--- src/hdl/wlir_pkg.sv ---
// shared constants and types of the wrapping linear interpolation resampler
package wlir_pkg;

	localparam int BUF_DEPTH  = 1024;
	localparam int ADDR_W     = $clog2(BUF_DEPTH);
	localparam int LEN_W      = ADDR_W + 1;
	localparam int SAMPLE_W   = 16;
	localparam int RATIO_W    = 18;
	localparam int FRAC_W     = 16;
	localparam int POS_W      = LEN_W + RATIO_W;
	localparam int INT_W      = POS_W - FRAC_W;
	localparam int STEP_W     = $clog2(INT_W + 1);
	localparam int DIFF_W     = SAMPLE_W + 1;
	localparam int PROD_W     = 2 * DIFF_W;

	localparam int APB_DATA_W = 32;
	localparam int APB_ADDR_W = 3;

	localparam logic [RATIO_W-1:0] RATIO_UNITY = RATIO_W'(65536);
	localparam logic [RATIO_W-1:0] BYPASS_TOL  = RATIO_W'(65);
	localparam logic [RATIO_W-1:0] BYPASS_LO   = RATIO_UNITY - BYPASS_TOL;
	localparam logic [RATIO_W-1:0] BYPASS_HI   = RATIO_UNITY + BYPASS_TOL;

	localparam logic OP_PUSH = 1'b0;
	localparam logic OP_PULL = 1'b1;

	// word select bit of the register map: register 0 lives at byte 0
	localparam logic REG_RATIO_SEL = 1'b0;

	typedef struct packed {
		logic             start;
		logic [INT_W-1:0] dividend;
		logic [LEN_W-1:0] divisor;
	} mod_req_t;

	typedef struct packed {
		logic             done;
		logic [LEN_W-1:0] rem;
	} mod_rsp_t;

endpackage

--- src/hdl/wlir_mod.sv ---
// bit-serial remainder unit, one dividend bit per cycle
module wlir_mod (
	input  logic              clk,
	input  logic              arst_n,
	input  wlir_pkg::mod_req_t req,
	output wlir_pkg::mod_rsp_t rsp
);
	import wlir_pkg::*;

	logic              busy_q;
	logic              done_q;
	logic [STEP_W-1:0] step_q;
	logic [INT_W-1:0]  dvd_q;
	logic [LEN_W-1:0]  dvs_q;
	logic [LEN_W-1:0]  rem_q;
	logic [LEN_W:0]    trial;
	logic [LEN_W:0]    rem_next;

	always_comb begin
		trial = {rem_q, dvd_q[INT_W-1]};
		if (trial >= {1'b0, dvs_q}) begin
			rem_next = trial - {1'b0, dvs_q};
		end else begin
			rem_next = trial;
		end
	end

	always_ff @(posedge clk or negedge arst_n) begin
		if (!arst_n) begin
			busy_q <= 1'b0;
			done_q <= 1'b0;
			step_q <= '0;
		end else begin
			done_q <= 1'b0;
			if (req.start) begin
				busy_q <= 1'b1;
				step_q <= STEP_W'(INT_W);
			end else if (busy_q) begin
				step_q <= step_q - 1'b1;
				if (step_q == STEP_W'(1)) begin
					busy_q <= 1'b0;
					done_q <= 1'b1;
				end
			end
		end
	end

	always_ff @(posedge clk) begin
		if (req.start) begin
			dvd_q <= req.dividend;
			dvs_q <= req.divisor;
			rem_q <= '0;
		end else if (busy_q) begin
			dvd_q <= {dvd_q[INT_W-2:0], 1'b0};
			// remainder stays below the divisor, so the top bit is always clear
			rem_q <= rem_next[LEN_W-1:0];
		end
	end

	assign rsp.done = done_q;
	assign rsp.rem  = rem_q;

endmodule

--- config.mk ---
export PLATFORM = sky130hd
export DESIGN_NAME = wlir_mod
export DESIGN_NICKNAME = d
export VERILOG_FILES = /design/src/hdl/wlir_pkg.sv /design/src/hdl/wlir_mod.sv
export SDC_FILE = /design/constraint.sdc
export NUM_CORES = 1
export LEC_CHECK = 0
export BUFFER_PORTS_ARGS = -buffer_cell sky130_fd_sc_hd__buf_4
export CAP_MARGIN = 20
export CORE_UTILIZATION = 56
export DETAILED_ROUTE_END_ITERATION = 10
export PLACE_DENSITY = 0.8
export SLEW_MARGIN = 10
export SYNTH_ARGS = -nofsm -noshare
export SYNTH_HDL_FRONTEND = slang
export SYNTH_SLANG_ARGS = --single-unit
--- constraint.sdc ---
create_clock -name clk -period 2.6 [get_ports clk]
set_input_delay 0.13 -clock clk [delete_from_list [all_inputs] [get_ports clk]]
set_output_delay 0.13 -clock clk [all_outputs]
set_load 0.005 [all_outputs]
# After elaboration in Yosys (flattened, before gate mapping)
# Index checks and enable logic that the tools add are counted.
dict set report totals {
  register_bits 41
  latch_bits 0
  ramBits 0
  romBits 0
  inputBits 27
  output_inout_bits 12
  word_cells 22
  memories 0
}
dict set report op_classes {
  add_sub_neg 2
  multipliers 0
  n_div 0
  order_cmp 1
  eq_ne 1
  shift 0
  n_mux 11
  bitwise_logic 0
  reduce_logical 1
}
# operator n
set op_table {}
lappend op_table {{2-to-1 mux 13 bit} 2}
lappend op_table {{>= comparator 12 x 11 -> 1 bit} 1}
lappend op_table {{2-to-1 mux 11 bit} 1}
lappend op_table {{subtractor 11 bit} 1}
lappend op_table {{2-to-1 mux 4 bit} 2}
lappend op_table {{2-to-1 mux 1 bit} 6}
lappend op_table {{equality test 4 x 1 -> 1 bit, second input constant} 1}
lappend op_table {{subtractor 4 x 1 -> 4 bit, second input constant} 1}
lappend op_table {{nonzero test 2 bit} 1}

# Depth between registers and ports, before layout
dict set report depth {
  ltp_word 4
  depth_mapped 10
  depth_no_buf 9
}

# Worst setup path after synthesis
# OpenSTA, ideal clock, no wires.
dict set report synth_timing {
  path_kind {flip-flop to flip-flop}
  startpoint {reg dvs_q[0]}
  endpoint {reg rem_q[6]}
  setup_time_ps 91
  arrival_time_ps 2217
  required_ps 2509
  setup_slack_ps 292
  path_stages_with_launch 9
  path_buffers 0
  period_less_slack_ps 2308
  cell_sequence {edfxtp_1 -> ha_1 -> fa_1 -> nand2b_1 -> a21oi_1 -> o2111a_1 -> nor2_1 -> or3b_1 -> a311oi_1}
}
dict set report synth_via {
  elab_chain_cells 2
  word_cells_on_any_way 3
  cone_classes {add/sub: 1; order compare: 1; mux: 1}
}
# element line
set synth_lines {}
lappend synth_lines {{start, declared} wlir_mod.sv:14} ;# logic [LEN_W-1:0] dvs_q;
lappend synth_lines {{start signal, assigned} wlir_mod.sv:51} ;# dvs_q <= req.divisor;
lappend synth_lines {{subtractor 11 bit or >= comparator 12 x 11 -> 1 bit (tied branches)} {wlir_mod.sv:22, wlir_mod.sv:21}}
lappend synth_lines {{2-to-1 mux 11 bit *} wlir_mod.sv:21} ;# if (trial >= {1'b0, dvs_q}) begin
lappend synth_lines {{end signal, assigned} wlir_mod.sv:56} ;# rem_q <= rem_next[LEN_W-1:0];
lappend synth_lines {{end, declared} wlir_mod.sv:15} ;# logic [LEN_W-1:0] rem_q;
# Mark *: on every way between the ends. The rest lies on a longest branch, timed or not.
# A chain may end at the register's enable or synchronous reset.

# Worst setup path after layout
dict set report layout_timing {
  startpoint {reg dvd_q[12]}
  endpoint {reg rem_q[6]}
}
dict set report layout_via {
  elab_chain_cells 2
  word_cells_on_any_way 3
  cone_classes {add/sub: 1; order compare: 1; mux: 1}
}
# element line
set layout_lines {}
lappend layout_lines {{start, declared} wlir_mod.sv:13} ;# logic [INT_W-1:0] dvd_q;
lappend layout_lines {{start signal, assigned} wlir_mod.sv:50} ;# dvd_q <= req.dividend;
lappend layout_lines {{start signal, assigned} wlir_mod.sv:54} ;# dvd_q <= {dvd_q[INT_W-2:0], 1'b0};
lappend layout_lines {{subtractor 11 bit or >= comparator 12 x 11 -> 1 bit (tied branches)} {wlir_mod.sv:22, wlir_mod.sv:21}}
lappend layout_lines {{2-to-1 mux 11 bit *} wlir_mod.sv:21}
# Marks and branches as above.

==> run metrics <==
port buffer count 38; Die Span Y 65.6 um; Top delay family on crit path compound AO/OA/AOI/OAI gates; Clock Latency Late Sink ~0.30 ns; core box area 3770 sq um; Vias between 1500 and 2000; wire length of the first global-routing pass between 7 and 8 mm; gr usage total 0.241; ant diodes 0; Peak VDD IR 0.503 mV; power density over the cells 890 nW/um^2; placed cells about 300; Clock transition at path regs 0.08 ns; H-Tree Depth 2; setup violators final 0; DRT iter0 DRCs about 120; NumNets Final 304; worst-margin pin slew about 0.49 ns; ANT nets after route 0; crit end category flip-flop; Initial Utilization 0.600; Setup crit start kind flip-flop; Peak Freq around 0.41 GHz; crit path cell chain inv_1 > ha_1 > fa_1 > nand2b_1 > a21oi_2 > o2111a_2 > nor2_1 > or3b_1 > a311oi_1; Yosys reg bits a little over 40; slew margin rel. 0.674; status finished, final reports clean; WP depth 9; vias in the first global route around 1700; gpl congestion ~0.94; mean routed wirelength per cell roughly 14 um; CTS tree built; DP HPWL approximately 3.1 mm; vias per cell 5.63; share of cells above drive strength 1 0.246; Post-synth EDFFs 24; gr ovfl total 0; largest net degree at the start of global routing 37; post-synthesis sequential area ratio 0.482; fin cells approximately 310; CP arrival roughly 2.7 ns; critical path type flip-flop to flip-flop; setup_tns 0 ns; Synthesized Nets about 250; max-cap violations 0; Synth Flop Type edfxtp_1; row cnt 22; syn_area_per_cell 10.6 sq um; period utilization 0.945; area delta synth->final 24.1%; cts bufs inserted 5; Ys Warns 0; Mapped Cells 213; Mapped Area 2260 sq um; Hold Fails Final Rpt 0; die area between 4000 and 5000 sq um; RSZ-0062 raised after global routing no; CP max stage delay approximately 0.40 ns; postcts setup bufs 0; Clock Sinks ~40; HP Class input pin to flip-flop; Post-route DRC 0; DRT Pass-1 Iters 4; clk_skew roughly 0.0063 ns; WP data required between 2 and 3 ns; clk buf depth 2; commonest non-fill, non-tap cell in the layout buf_4; detailed-route wire length 4.49 mm; Worst path slowest cell fa_1; CTS root buf clkbuf_8; WHS Path Cells 1; Crit Path Max Fanout 4; leakage around 1.3 nW; most frequent cells in the layout buf_4 (41), nor2_1 (26), edfxtp_1 (24); CP bufs+invs 1; Pins Over Slew Limit 0; die width 65.6 um; R2R cell count 9; crit path time final approximately 2.5 ns; Yosys cell types 48; Post-synth ARST share 0.146; initial antenna violation count 0; I/O pin count 39
-- synthesized netlist by cell type (all sizes together) (3+ instances only) --
master | number | area (sq um)
clkbuf | 6 | 22.5
nand2 | 12 | 45.0
edfxtp | 24 | 721
and3 | 3 | 18.8
dfxtp | 11 | 220
nor3 | 3 | 15.0
buf | 3 | 22.5
nand2b | 4 | 25.0
a211oi | 4 | 35.0
dfrtp | 6 | 150
a21oi | 7 | 35.0
xnor2 | 4 | 35.0
o31ai | 3 | 22.5
mux2i | 6 | 60.1
o21ai | 10 | 50.1
nor2 | 26 | 97.6
ha | 13 | 163
mux2 | 13 | 146
a21o | 5 | 37.5
inv | 17 | 63.8
-- report_power, final --
group | switching (mW) | internal [mW]
clock network | 0.219 | 0.285
registers | 0.101 | 0.806
logic | 0.551 | 0.538
total | 0.871 | 1.63
-- path summary, 6_finish.rpt --
check                                      startpoint               endpoint  slack, ns
worst max register to register    dvd_q[12]$_DFFE_PP_  rem_q[6]$_SDFFE_PP0P_       0.14
worst min-delay path                           req[9]     dvs_q[9]$_DFFE_PP_       0.02
worst min register to register  rem_q[8]$_SDFFE_PP0P_  rem_q[8]$_SDFFE_PP0P_       0.51
worst max-delay path              dvd_q[12]$_DFFE_PP_  rem_q[6]$_SDFFE_PP0P_       0.14
max in group asynchronous                      arst_n  step_q[0]$_DFFE_PN0P_       2.30
min in group asynchronous                      arst_n       done_q$_DFF_PN0_       0.19
-- layer usage --
| layer | vias up | wire [um] | share of wire | GRT usage |
|---|---|---|---|---|
| met2 | 58 | 2170 | 0.48 | 0.389 |
| li1 | 861 | - | - | - |
| met5 | - | 0 | 0 | 0 |
| met3 | 6 | 314 | 0.070 | 0.0642 |
| met4 | 0 | 59 | 0.013 | 0.0842 |
| met1 | 832 | 1940 | 0.43 | 0.310 |
-- worst reg2reg max path, cell delays in order (launching register included) --
cell and delay [ns]:
edfxtp_1 0.34, inv_1 0.05, ha_1 0.22, fa_1 0.40, nand2b_1 0.19, a21oi_2 0.19, o2111a_2 0.28, nor2_1 0.09
or3b_1 0.38, a311oi_1 0.25
-- flip-flops by register name (all words and copies together), names as in the netlist --
register	count
dvd_q	13
dvs_q	11
rem_q	11
step_q	4
busy_q	1
done_q	1
-- area by class of cell --
class	count	area, sq um
flip-flops and latches	41	1090
inverters	17	63.8
well taps	48	60.1
clock buffers	6	72.6
multi-input cells	146	1070
clock inverters	2	35.0
fillers	274	963
repair buffers	52	418
-- cells by family (layout without fill, tap and decap cells) --
family / after synthesis / after routing / share of synthesized area
buffers and inverters: 26 / 77 / 0.0481
AOI/OAI and AO/OA: 45 / 45 / 0.138
muxes: 19 / 19 / 0.0913
and+or+nand+nor: 63 / 63 / 0.140
xor gates and xnor gates: 5 / 5 / 0.0194
adders and majority gates: 14 / 14 / 0.0808
DFF: 41 / 41 / 0.482
-- timing repair --
item                                    in CTS  in global routing
resized for setup                            0                  2
endpoints found under the setup margin       0                  2
hold buffers                                11                  0
hold endpoints to repair                    16                  0
-- through the flow --
stage          hold slack [ns]  total power, mW  utilization  setup slack, ns  area (sq um)
5_1_grt                 0.0136             2.69        0.745          0.00513          2810
2_1_floorplan           -0.166             1.68            -            0.292          2260
3_5_place_dp           -0.0575             1.98        0.685           0.0838          2580
4_1_cts                 0.0148             2.50        0.743           0.0752          2800
3_3_place_gp           -0.0591             1.96        0.685            0.210          2580
6_report                0.0233             2.50        0.745            0.143          2810
No activity file was read; power rests on OpenSTA's default activity.
